<file path="src/design/hrm_pkg.sv">
// Shared types and constants of the heartbeat rate monitor.
package hrm_pkg;

	localparam int CHAN_W     = 8;
	localparam int IDX_W      = 3;
	localparam int CNT_W      = 16;
	localparam int AGE_W      = 32;
	localparam int RATE_W     = 24;
	localparam int ACT_W      = 4;
	localparam int PROD_W     = RATE_W + AGE_W;
	localparam int CFG_IDX_W  = 2;
	localparam int CFG_DATA_W = 32;
	localparam int RESULT_LIMIT = 8;

	localparam logic [CFG_IDX_W-1:0] REG_TIMEOUT  = 2'd0;
	localparam logic [CFG_IDX_W-1:0] REG_MIN_RATE = 2'd1;
	localparam logic [CFG_IDX_W-1:0] REG_ACTIVE   = 2'd2;

	localparam logic [AGE_W-1:0]  TIMEOUT_RESET  = 32'd600;
	localparam logic [RATE_W-1:0] MIN_RATE_RESET = 24'd328;
	localparam logic [ACT_W-1:0]  ACTIVE_RESET   = 4'd5;

	typedef enum logic [1:0] {
		CMD_TICK   = 2'd0,
		CMD_ARRIVE = 2'd1,
		CMD_REPORT = 2'd2
	} cmd_t;

	typedef enum logic [1:0] {
		HEALTH_OK         = 2'd0,
		HEALTH_LOW_RATE   = 2'd1,
		HEALTH_TIMEOUT    = 2'd2,
		HEALTH_NEVER_SEEN = 2'd3
	} health_t;

	typedef struct packed {
		cmd_t              command;
		logic [CHAN_W-1:0] channel;
	} cmd_item_t;

	typedef struct packed {
		logic [IDX_W-1:0] channel_index;
		health_t          health_code;
		logic [CNT_W-1:0] window_count;
		logic [AGE_W-1:0] age_ticks;
		logic [AGE_W-1:0] elapsed_ticks;
		logic             last_status;
	} status_item_t;

	// Commands from the controller to the datapath.
	typedef struct packed {
		logic             ready;
		logic             tick;
		logic             arrive;
		logic             mul;
		logic             load;
		logic             last;
		logic             clear;
		logic [IDX_W-1:0] idx;
	} dp_ctrl_t;

	// Status from the datapath to the controller.
	typedef struct packed {
		logic [ACT_W-1:0] count;
		logic             out_free;
	} dp_status_t;

endpackage

</file>
<file path="src/design/hrm_datapath.sv">
// Datapath of the heartbeat rate monitor: channel state, rate product and status register.
module hrm_datapath #(
	parameter int MAX_CHANNELS = 8
) (
	input  logic                                  clk,
	input  logic                                  arst_n,
	input  logic                                  cfg_we,
	input  logic [hrm_pkg::CFG_IDX_W-1:0]         cfg_index,
	input  logic [hrm_pkg::CFG_DATA_W-1:0]        cfg_data,
	input  logic [hrm_pkg::CHAN_W-1:0]            channel,
	input  hrm_pkg::dp_ctrl_t                     ctl,
	output hrm_pkg::dp_status_t                   sts,
	input  logic                                  status_stall,
	output logic                                  status_valid,
	output hrm_pkg::status_item_t                 status_data
);

	localparam int CH_W  = (MAX_CHANNELS > 1) ? $clog2(MAX_CHANNELS) : 1;
	localparam int NLIM  = (MAX_CHANNELS < hrm_pkg::RESULT_LIMIT) ? MAX_CHANNELS
	                       : hrm_pkg::RESULT_LIMIT;
	localparam logic [hrm_pkg::ACT_W-1:0] N_LIMIT = hrm_pkg::ACT_W'(NLIM);

	logic [hrm_pkg::AGE_W-1:0]  timeout_q;
	logic [hrm_pkg::RATE_W-1:0] min_rate_q;
	logic [hrm_pkg::ACT_W-1:0]  active_q;

	logic [hrm_pkg::AGE_W-1:0]  age_q  [MAX_CHANNELS];
	logic [hrm_pkg::CNT_W-1:0]  cnt_q  [MAX_CHANNELS];
	logic [MAX_CHANNELS-1:0]    seen_q;
	logic [hrm_pkg::AGE_W-1:0]  elapsed_q;

	logic [hrm_pkg::AGE_W-1:0]  elapsed_eff_q;
	logic [hrm_pkg::PROD_W-1:0] prod_q;

	logic                       out_valid_q;
	hrm_pkg::status_item_t      out_q;

	logic [hrm_pkg::ACT_W-1:0]  n_eff;
	logic                       arr_hit;
	logic [CH_W-1:0]            arr_idx;
	logic [CH_W-1:0]            rd_idx;
	logic [hrm_pkg::AGE_W-1:0]  rd_age;
	logic [hrm_pkg::CNT_W-1:0]  rd_cnt;
	logic                       rd_seen;
	logic                       rate_low;
	hrm_pkg::health_t           code;

	assign n_eff   = (active_q > N_LIMIT) ? N_LIMIT : active_q;
	assign arr_hit = channel < hrm_pkg::CHAN_W'(n_eff);
	assign arr_idx = CH_W'(channel);
	assign rd_idx  = CH_W'(ctl.idx);
	assign rd_age  = age_q[rd_idx];
	assign rd_cnt  = cnt_q[rd_idx];
	assign rd_seen = seen_q[rd_idx];

	assign rate_low = {{(hrm_pkg::PROD_W-hrm_pkg::CNT_W-16){1'b0}}, rd_cnt, 16'h0000} < prod_q;

	always_comb begin
		if (!rd_seen) begin
			code = hrm_pkg::HEALTH_NEVER_SEEN;
		end else if (rd_age > timeout_q) begin
			code = hrm_pkg::HEALTH_TIMEOUT;
		end else if (rate_low) begin
			code = hrm_pkg::HEALTH_LOW_RATE;
		end else begin
			code = hrm_pkg::HEALTH_OK;
		end
	end

	always_ff @(posedge clk or negedge arst_n) begin
		if (!arst_n) begin
			timeout_q  <= hrm_pkg::TIMEOUT_RESET;
			min_rate_q <= hrm_pkg::MIN_RATE_RESET;
			active_q   <= hrm_pkg::ACTIVE_RESET;
		end else if (cfg_we) begin
			case (cfg_index)
				hrm_pkg::REG_TIMEOUT:  timeout_q  <= cfg_data;
				hrm_pkg::REG_MIN_RATE: min_rate_q <= cfg_data[hrm_pkg::RATE_W-1:0];
				hrm_pkg::REG_ACTIVE:   active_q   <= cfg_data[hrm_pkg::ACT_W-1:0];
				default: ;
			endcase
		end
	end

	always_ff @(posedge clk or negedge arst_n) begin
		if (!arst_n) begin
			for (int i = 0; i < MAX_CHANNELS; i++) begin
				age_q[i] <= '0;
				cnt_q[i] <= '0;
			end
			seen_q    <= '0;
			elapsed_q <= '0;
		end else begin
			if (ctl.tick) begin
				if (elapsed_q != '1) elapsed_q <= elapsed_q + 1'b1;
				for (int i = 0; i < MAX_CHANNELS; i++) begin
					if (age_q[i] != '1) age_q[i] <= age_q[i] + 1'b1;
				end
			end
			if (ctl.arrive && arr_hit) begin
				age_q[arr_idx]  <= '0;
				seen_q[arr_idx] <= 1'b1;
				if (cnt_q[arr_idx] != '1) cnt_q[arr_idx] <= cnt_q[arr_idx] + 1'b1;
			end
			if (ctl.clear) begin
				for (int i = 0; i < MAX_CHANNELS; i++) begin
					cnt_q[i] <= '0;
				end
				elapsed_q <= '0;
			end
		end
	end

	// The elapsed figure is fixed for a whole report, so its product is formed once.
	always_ff @(posedge clk) begin
		if (ctl.mul) begin
			elapsed_eff_q <= (elapsed_q == '0) ? hrm_pkg::AGE_W'(1) : elapsed_q;
			prod_q        <= min_rate_q * ((elapsed_q == '0) ? hrm_pkg::AGE_W'(1) : elapsed_q);
		end
	end

	always_ff @(posedge clk or negedge arst_n) begin
		if (!arst_n) begin
			out_valid_q <= 1'b0;
		end else if (ctl.load) begin
			out_valid_q <= 1'b1;
		end else if (!status_stall) begin
			out_valid_q <= 1'b0;
		end
	end

	always_ff @(posedge clk) begin
		if (ctl.load) begin
			out_q.channel_index <= ctl.idx;
			out_q.health_code   <= code;
			out_q.window_count  <= rd_cnt;
			out_q.age_ticks     <= rd_seen ? rd_age : '0;
			out_q.elapsed_ticks <= elapsed_eff_q;
			out_q.last_status   <= ctl.last;
		end
	end

	assign sts.count    = n_eff;
	assign sts.out_free = !out_valid_q || !status_stall;
	assign status_valid = out_valid_q;
	assign status_data  = out_q;

endmodule

</file>
<file path="src/design/hrm_ctrl.sv">
// Controller state machine of the heartbeat rate monitor.
module hrm_ctrl (
	input  logic                clk,
	input  logic                arst_n,
	input  logic                cmd_valid,
	input  hrm_pkg::cmd_t       command,
	input  hrm_pkg::dp_status_t sts,
	output hrm_pkg::dp_ctrl_t   ctl
);

	typedef enum logic [2:0] {
		ST_IDLE = 3'b001,
		ST_MUL  = 3'b010,
		ST_WALK = 3'b100
	} state_t;

	state_t                    state_q, state_d;
	logic [hrm_pkg::IDX_W-1:0] idx_q, idx_d;
	logic                      at_last;

	assign at_last = ({1'b0, idx_q} + 4'd1) == sts.count;

	always_comb begin
		ctl     = '0;
		ctl.idx = idx_q;
		state_d = state_q;
		idx_d   = idx_q;
		case (state_q)
			ST_IDLE: begin
				ctl.ready = 1'b1;
				if (cmd_valid) begin
					case (command)
						hrm_pkg::CMD_TICK:   ctl.tick   = 1'b1;
						hrm_pkg::CMD_ARRIVE: ctl.arrive = 1'b1;
						hrm_pkg::CMD_REPORT: begin
							state_d = ST_MUL;
							idx_d   = '0;
						end
						default: ;
					endcase
				end
			end
			ST_MUL: begin
				ctl.mul = 1'b1;
				if (sts.count == '0) begin
					ctl.clear = 1'b1;
					state_d   = ST_IDLE;
				end else begin
					state_d = ST_WALK;
				end
			end
			ST_WALK: begin
				if (sts.out_free) begin
					ctl.load = 1'b1;
					ctl.last = at_last;
					if (at_last) begin
						ctl.clear = 1'b1;
						state_d   = ST_IDLE;
					end else begin
						idx_d = idx_q + 1'b1;
					end
				end
			end
			default: state_d = ST_IDLE;
		endcase
	end

	always_ff @(posedge clk or negedge arst_n) begin
		if (!arst_n) begin
			state_q <= ST_IDLE;
			idx_q   <= '0;
		end else begin
			state_q <= state_d;
			idx_q   <= idx_d;
		end
	end

	a_load_needs_room: assert property (@(posedge clk) disable iff (!arst_n)
		ctl.load |-> sts.out_free)
		else $error("status loaded while the output register is occupied");

	a_last_clears: assert property (@(posedge clk) disable iff (!arst_n)
		(ctl.load && ctl.last) |-> ctl.clear)
		else $error("final status of a report without clearing the window");

	a_clear_to_idle: assert property (@(posedge clk) disable iff (!arst_n)
		ctl.clear |=> (state_q == ST_IDLE))
		else $error("window cleared but the controller did not return to idle");

	a_mul_one_cycle: assert property (@(posedge clk) disable iff (!arst_n)
		(state_q == ST_MUL) |=> (state_q != ST_MUL))
		else $error("product state held for more than one cycle");

endmodule

</file>
<file path="src/design/heartbeat_rate_monitor_top.sv">
// Top level of the multi-channel heartbeat rate monitor.
// Usage: commands enter on the cmd channel (cmd_valid, cmd_stall, cmd_data); a transfer
// happens at a clock edge with cmd_valid high and cmd_stall low. A tick ages every
// channel and the report window by one; an arrival resets the age of its channel and
// bumps its window count, and arrivals on channels outside the active count are dropped.
// Ticks and arrivals can stream at one per clock while no report is in progress.
// A report request produces one status transfer per active channel on the status
// channel (status_valid, status_stall, status_data), lowest channel first, with
// last_status set on the final one. The rate product min_rate_q16 * elapsed is formed
// once per report in the registered multiply state; the walk then loads one channel
// per cycle into the output register while it is free. The first status becomes
// valid once the report has passed the multiply state and the first load into the
// output register; the report holds the block until the final load. While the receiver
// stalls, the output register holds its status and the walk waits. The block takes
// the next command as soon as the final status is loaded, even if it is still unread.
// Configuration writes (cfg_we, cfg_index, cfg_data) take effect at the next edge and
// belong in idle periods. Reset sets the registers to their defaults, clears all ages,
// counts, seen flags and the window, and leaves the output empty.
module heartbeat_rate_monitor_top #(
	parameter int MAX_CHANNELS = 8
) (
	input  logic                           clk,
	input  logic                           arst_n,
	input  logic                           cfg_we,
	input  logic [hrm_pkg::CFG_IDX_W-1:0]  cfg_index,
	input  logic [hrm_pkg::CFG_DATA_W-1:0] cfg_data,
	input  logic                           cmd_valid,
	output logic                           cmd_stall,
	input  hrm_pkg::cmd_item_t             cmd_data,
	output logic                           status_valid,
	input  logic                           status_stall,
	output hrm_pkg::status_item_t          status_data
);

	hrm_pkg::dp_ctrl_t   ctl;
	hrm_pkg::dp_status_t sts;

	// Commands are taken only while the controller is idle, i.e. outside the multiply state and the report walk.
	assign cmd_stall = !ctl.ready;

	hrm_ctrl u_ctrl (
		.clk       (clk),
		.arst_n    (arst_n),
		.cmd_valid (cmd_valid),
		.command   (cmd_data.command),
		.sts       (sts),
		.ctl       (ctl)
	);

	hrm_datapath #(
		.MAX_CHANNELS (MAX_CHANNELS)
	) u_datapath (
		.clk          (clk),
		.arst_n       (arst_n),
		.cfg_we       (cfg_we),
		.cfg_index    (cfg_index),
		.cfg_data     (cfg_data),
		.channel      (cmd_data.channel),
		.ctl          (ctl),
		.sts          (sts),
		.status_stall (status_stall),
		.status_valid (status_valid),
		.status_data  (status_data)
	);

endmodule

</file>
<file path="config.mk">
export PLATFORM = sky130hd
export DESIGN_NAME = heartbeat_rate_monitor_top
export DESIGN_NICKNAME = d
export VERILOG_FILES = /design/src/design/hrm_pkg.sv /design/src/design/hrm_datapath.sv /design/src/design/hrm_ctrl.sv /design/src/design/heartbeat_rate_monitor_top.sv
export SDC_FILE = /design/constraint.sdc
export NUM_CORES = 2
export LEC_CHECK = 0
export BUFFER_PORTS_ARGS = -buffer_cell sky130_fd_sc_hd__buf_4
export CAP_MARGIN = 20
export CORE_UTILIZATION = 50
export CTS_BUF_LIST = sky130_fd_sc_hd__clkbuf_4
export CTS_CLUSTER_SIZE = 10
export DETAILED_ROUTE_END_ITERATION = 12
export PLACE_DENSITY = 0.67
export REMOVE_ABC_BUFFERS = 1
export SYNTH_ARGS = -nofsm -noshare
export SYNTH_HDL_FRONTEND = slang
export SYNTH_HIERARCHICAL = 1
export SYNTH_SLANG_ARGS = --single-unit
</file>
<file path="constraint.sdc">
create_clock -name clk -period 7.9 [get_ports clk]
set_input_delay 0.79 -clock clk [delete_from_list [all_inputs] [get_ports clk]]
set_output_delay 0.79 -clock clk [all_outputs]
set_load 0.01 [all_outputs]
</file>
[Yosys cells after proc, flatten, opt, wreduce, memory -nomap -nowiden]
Index checks and enable logic that the tools add are counted.
W data, S select, Z words.
Word-level totals
  bits in registers: 665
  output and inout bits: 88
Cells by class
  add/subtract/negate cells: 12
  multipliers: 1
  $lt $le $gt $ge: 10
  eq/ne operators: 24
  mux-type cells: 61
  bitwise gates (word level): 6
  reductions and logical operators: 25
Operators by type and width (count)
  $mux W256: 2
  $mux W32: 15
  $mux W128: 3
  $add A32 B1 Y32 const B: 9
  $ne A32 B32 Y1 const B: 9
  $and A256 B256 Y256: 1
  $not A256 Y256: 1
  $bwmux W128: 1
  $bmux W16 S3: 2
  $bmux W32 S3: 1
  $demux W32 S3: 1
  $mux W16: 5
  $lt A32 B56 Y1: 1
  $mul A24 B56 Y56: 1
  $demux W16 S3: 1
  $mux W3: 11
  $gt A32 B32 Y1: 1
  $logic_not A32 Y1: 1
  $add A16 B1 Y16 const B: 1
  $ne A16 B16 Y1 const B: 1
  $reduce_and A2 Y1: 6
  $mux W1: 11
  $reduce_bool A2 Y1: 5
  $pmux W3 S3: 1
  33 further kinds: 48

[Depth between registers and ports, before layout]
  depth in word-level cells: 9
  gate-level depth with buffers: 31
  gate-level depth less buffers: 30

[Modules after synthesis]
Netlist, hierarchy kept.
Modules (own cells, without submodules)
  hrm_datapath: instances 1, cells each 5920, area each 57849.2 sq um, sequential area each 17372.9 sq um
  hrm_ctrl: instances 1, cells each 44, area each 445.4 sq um, sequential area each 151.4 sq um
  heartbeat_rate_monitor_top: instances 1, cells each 1, area each 3.8 sq um, sequential area each 0.0 sq um

[Worst setup path before layout]
Ideal clock, no wire load.
  path type: flip-flop to flip-flop
  start point: register u_ctrl.state_q[2]
  end point: register u_datapath/cnt_q[110] (netlist name)
  library setup time: 132 ps
  arrival: 8264 ps
  slack: -496 ps
  stages on the path, launching flop included: 8
  buffers on the path: 3
  period minus slack after synthesis: 8396 ps
  path through: dfrtp_1 -> nor3b_1 -> inv_1 -> o21bai_1 -> clkbuf_1 -> clkbuf_1 -> clkbuf_1 -> nor2_1
RTL lines
  from (decl): RTL line hrm_ctrl.sv:17  | state_t state_q, state_d;
  from (signal assigned): RTL line hrm_ctrl.sv:73  | state_q <= state_d;
  to (signal, indexed assignment): RTL line hrm_datapath.sv:89  | cnt_q[i] <= '0;
  to (signal, indexed assignment): RTL line hrm_datapath.sv:107  | cnt_q[i] <= '0;
  to (decl): RTL line hrm_datapath.sv:28  | logic [hrm_pkg::CNT_W-1:0] cnt_q [MAX_CHANNELS];

[Worst setup path in the final report]
  start point: register u_datapath/elapsed_q[0] (netlist name)
  end point: register u_datapath/prod_q[32] (netlist name), data pin
On the way
  longest elaborated chain between the ends: 3
Ends and longest elaborated chain
  from (decl): RTL line hrm_datapath.sv:30  | logic [hrm_pkg::AGE_W-1:0] elapsed_q;
  from (signal assigned): RTL line hrm_datapath.sv:95  | if (elapsed_q != '1) elapsed_q <= elapsed_q + 1'b1;
  $logic_not A32 Y1: RTL line hrm_datapath.sv:118  | prod_q <= min_rate_q * ((elapsed_q == '0) ? hrm_pkg::AGE_W'(1) : elapsed_q);
  $mux W32 (*): RTL line hrm_datapath.sv:118
  $mul A24 B56 Y56 (*): RTL line hrm_datapath.sv:118
  to (signal assigned): RTL line hrm_datapath.sv:118
  to (decl): RTL line hrm_datapath.sv:33  | logic [hrm_pkg::PROD_W-1:0] prod_q;
Every way passes the cells marked *; elsewhere a longest branch is shown, timed or not.
A chain may end at the register's enable or synchronous reset.

==> reports/metrics.csv <==
metric,value,unit
Main synth FF type,dfrtp_1,
Synth Warn #,6,
asr flop ratio synth,73.8,%
CTS root buf,clkbuf_4,
CP endpoint kind,flop,
pwr/cell area,163,mW/mm^2
Final Cell Area,0.0637,mm^2
RSZ-0062 raised after global routing,yes,
Detailed Route Iter0 Violations,3787,
register area,0.0175,mm^2
# port buffers,136,
Rows,124,
Critical R2R Capture,u_datapath/prod_q[32],
die height,343,um
WL per Instance,21.5,um
fmax,130,MHz
share of layout cells above drive strength 1,12.8,%
Post-synth EDFFs,174,
Clock Power Share,30.9,%
max incr delay on CP,520,ps
DP HPWL,119,mm
largest net degree at the start of global routing,164,
Top Family by Delay on Critical Path,adder cells,
Comb power frac,30.7,%
fin crit period,7670,ps
setup TNS,0,ps
CTS Buf Count,178,
Synth Instances,5965,
Final GP Congestion,0.966,
# H-tree levels,4,
Synth cell types,93,
Switching Fraction,36.6,%
Startpoint Class,flop,
Pwr Total,10.4,mW
CTS Sinks,665,
peak fanout along the critical path,5,
"most used cell, CP",fa_1,
drt pass-1 iters,6,
dpl cells,7387,
initial antenna violation count,6,
Tot GR Track Use,29.1,%
Max VDD drop,0.156,mV
drt drc,0,
hold wc startpoint,cfg_data[7],
via count,44200,
Die X,343,um
clock slew at reported path FFs,70,ps
nets,7044,
Min-Delay Endpoint,u_datapath/timeout_q[7],
Bufs and invs on worst path,6,
"Cell Area, Synth",0.0583,mm^2
total gr overflow,0,
number of global-route vias before repair,45700,
Reg-to-Reg Start,u_datapath/elapsed_q[0],
fillcell total,10100,
clk_lat worst skew,1140,ps
worst path required time,8710,ps
Initial Util,50.7,%
first-pass GRT wire length,263,mm
Avg Inst Size Synth,9.77,um^2
hold path cells,3,
critical path arrival,8480,ps
core region area,0.115,mm^2
Cell Int Power,6.57,mW
Setup Skew,108,ps
total wire length,167,mm
Seq pwr share,38.3,%
non-filler instance count after layout,7754,
Final Hold Viols,0,
CTS tree,done,
Max Slew Vio Count,0,
Yosys top cell area share,22.6,%
R2R cell count,29,
sequential element share of the synthesized area,30.1,%
deepest clock path buffer count,3,
Vias/cell,5.70,
Routed Antenna Nets,0,
Die ar.,0.118,mm^2
Leakage,30.5,nW
slowest CP cell,fa_1,
dpl cell area,0.0608,mm^2
Net Switching,3.80,mW
largest cells by area after synthesis,"fa_1, dfrtp_1, edfxtp_1",
Max-slew headroom,26.7,%
Setup Viol. Count Final,0,
"FF+latch count, synth",665,
max-cap viol count,0,
flop2flop setup slack,230,ps
area added between synthesis and finish,9.28,%
top-level port count,137,
status,"complete, no violations",
worst slew pin tran,1100,ps
kind of critical path,flop to flop,
Final period util,97.1,%
area of the multi-input gates,0.0365,mm^2
"area leader, netlist",fa_1,
Min-Delay Path Class,input pin to flop,
-- kinds of logic (layout without fill, tap and decap cells) --
| logic type | count (synthesis) | in the layout | share of synthesized area, % |
|---|---|---|---|
| simple gates | 2234 | 2235 | 18.6 |
| fa+ha+maj | 903 | 903 | 27.9 |
| other cells | 0 | 11 | 0 |
| xor+xnor | 304 | 304 | 4.58 |
| compound gates | 515 | 515 | 5.29 |
| flops | 665 | 665 | 30.1 |
| buf+inv | 1142 | 1407 | 7.61 |
| mux | 202 | 202 | 5.96 |
-- cells in the final DEF, fill, tap and decap left out, types with 38 or more instances in the layout --
cell type	count
and4_1	42
inv_1	798
and3_1	52
clkbuf_4	257
nor2_1	361
mux2_2	41
fa_1	658
a21o_1	45
xor2_1	196
ha_1	241
and2_1	432
mux2i_1	48
mux4_2	111
dfrtp_1	476
buf_4	241
clkinv_1	38
nand3_1	134
nand2_1	912
or3_1	43
a21oi_1	251
xnor2_1	107
nand4_1	84
o21ai_0	106
edfxtp_1	174
-- how the worst max path moves through the flow --
stage | startpoint | end | slack [ps] | cells past startpoint
3_5_place_dp | u_datapath/elapsed_q[0] | u_datapath/prod_q[50] | -60 | 30
4_1_cts | u_datapath/elapsed_q[1] | u_datapath/prod_q[51] | 7 | 26
5_1_grt | u_datapath/elapsed_q[0] | u_datapath/prod_q[55] | -80 | 27
6_report | u_datapath/elapsed_q[0] | u_datapath/prod_q[32] | 230 | 29
3_3_place_gp | u_datapath/min_rate_q[9] | u_datapath/prod_q[51] | -20 | 21
2_1_floorplan | u_ctrl/state_q[2] | u_datapath/cnt_q[110] | -5320 | 4
-- layer usage --
metal	track usage [%]	part of all wire [%]	vias up
li1	-	-	19400
met1	40.1	41	22500
met2	46.0	46	1972
met3	5.90	8.9	347
met4	9.98	3.4	2
met5	0	0.0054	-
-- state kept, by name, indices dropped and copies added (netlist names) --
name                      count
u_datapath/age_q            256
u_datapath/cnt_q            128
u_datapath/status_data       86
u_datapath/prod_q            56
u_datapath/elapsed_eff_q     32
u_datapath/elapsed_q         32
u_datapath/timeout_q         32
u_datapath/min_rate_q        24
u_datapath/seen_q             8
u_datapath/active_q           4
u_ctrl/idx_q                  3
u_ctrl/state_q                3
u_datapath/status_valid       1
-- cell usage after synthesis (6+ instances only) --
| cell type | n |
|---|---|
| nand2_1 | 914 |
| inv_1 | 801 |
| fa_1 | 658 |
| dfrtp_1 | 481 |
| and2_1 | 432 |
| nor2_1 | 363 |
| clkbuf_1 | 264 |
| a21oi_1 | 252 |
| ha_1 | 245 |
| xor2_1 | 196 |
| edfxtp_1 | 174 |
| nand3_1 | 134 |
| mux4_2 | 111 |
| o21ai_0 | 109 |
| xnor2_1 | 107 |
| nand4_1 | 84 |
| and3_1 | 52 |
| mux2i_1 | 48 |
| a21o_1 | 45 |
| and4_1 | 43 |
| or3_1 | 43 |
| buf_1 | 42 |
| mux2_2 | 41 |
| nor3_1 | 39 |
| nor4_1 | 25 |
| o21bai_1 | 18 |
| or2_2 | 17 |
| buf_4 | 15 |
| nor2b_1 | 13 |
| a221oi_1 | 11 |
| a22oi_1 | 11 |
| buf_6 | 11 |
| dfstp_2 | 10 |
| nand2b_1 | 10 |
| nand3b_1 | 9 |
| nor3b_1 | 9 |
| buf_2 | 8 |
| nand2_2 | 6 |
| o211ai_1 | 6 |
| o21a_1 | 6 |
-- power groups by stage --
stage | Clock, mW | Combinational [mW] | Sequential (mW)
6_report | 3.21 | 3.19 | 3.97
5_1_grt | 3.45 | 3.55 | 3.99
4_1_cts | 3.29 | 3.06 | 3.97
3_5_place_dp | 0 | 2.98 | 4.03
3_3_place_gp | 0 | 2.95 | 4.03
2_1_floorplan | 0 | 1.83 | 4.04
-- cell type report --
class	count	area share, %
antenna	11	0.0432
clock buffer	257	3.03
clock inverter	62	0.662
inverter	802	4.73
multi-input combinational	4159	57.4
sequential	665	27.5
tap	1512	2.97
timing repair buffer	286	3.69
-- through the flow --
step                utilization, %  hold slack [ps]  setup slack [ps]
CTS                           55.2             1.77              6.98
detailed placement            52.9              405             -58.4
floorplan                        -              400             -5320
global placement              52.9              402             -22.4
finish                        55.4             91.5               232
global route                  55.4           -0.337             -78.7
-- tightest hold or removal path, cell delays in order --
cell and delay [ps]:
buf_4 170, nand2_1 60, o21ai_0 70
-- timing repair --
item | 4_1_cts | 5_1_grt
pin swaps | 1 | 14
hold buffers | 31 | 0
buffers inserted | 1 | 4
resized for setup | 3 | 34
endpoints found under the hold margin | 157 | 0
gates cloned | 0 | 1
endpoints found under the setup margin | 4 | 17
(Power assumes the default switching activity.)
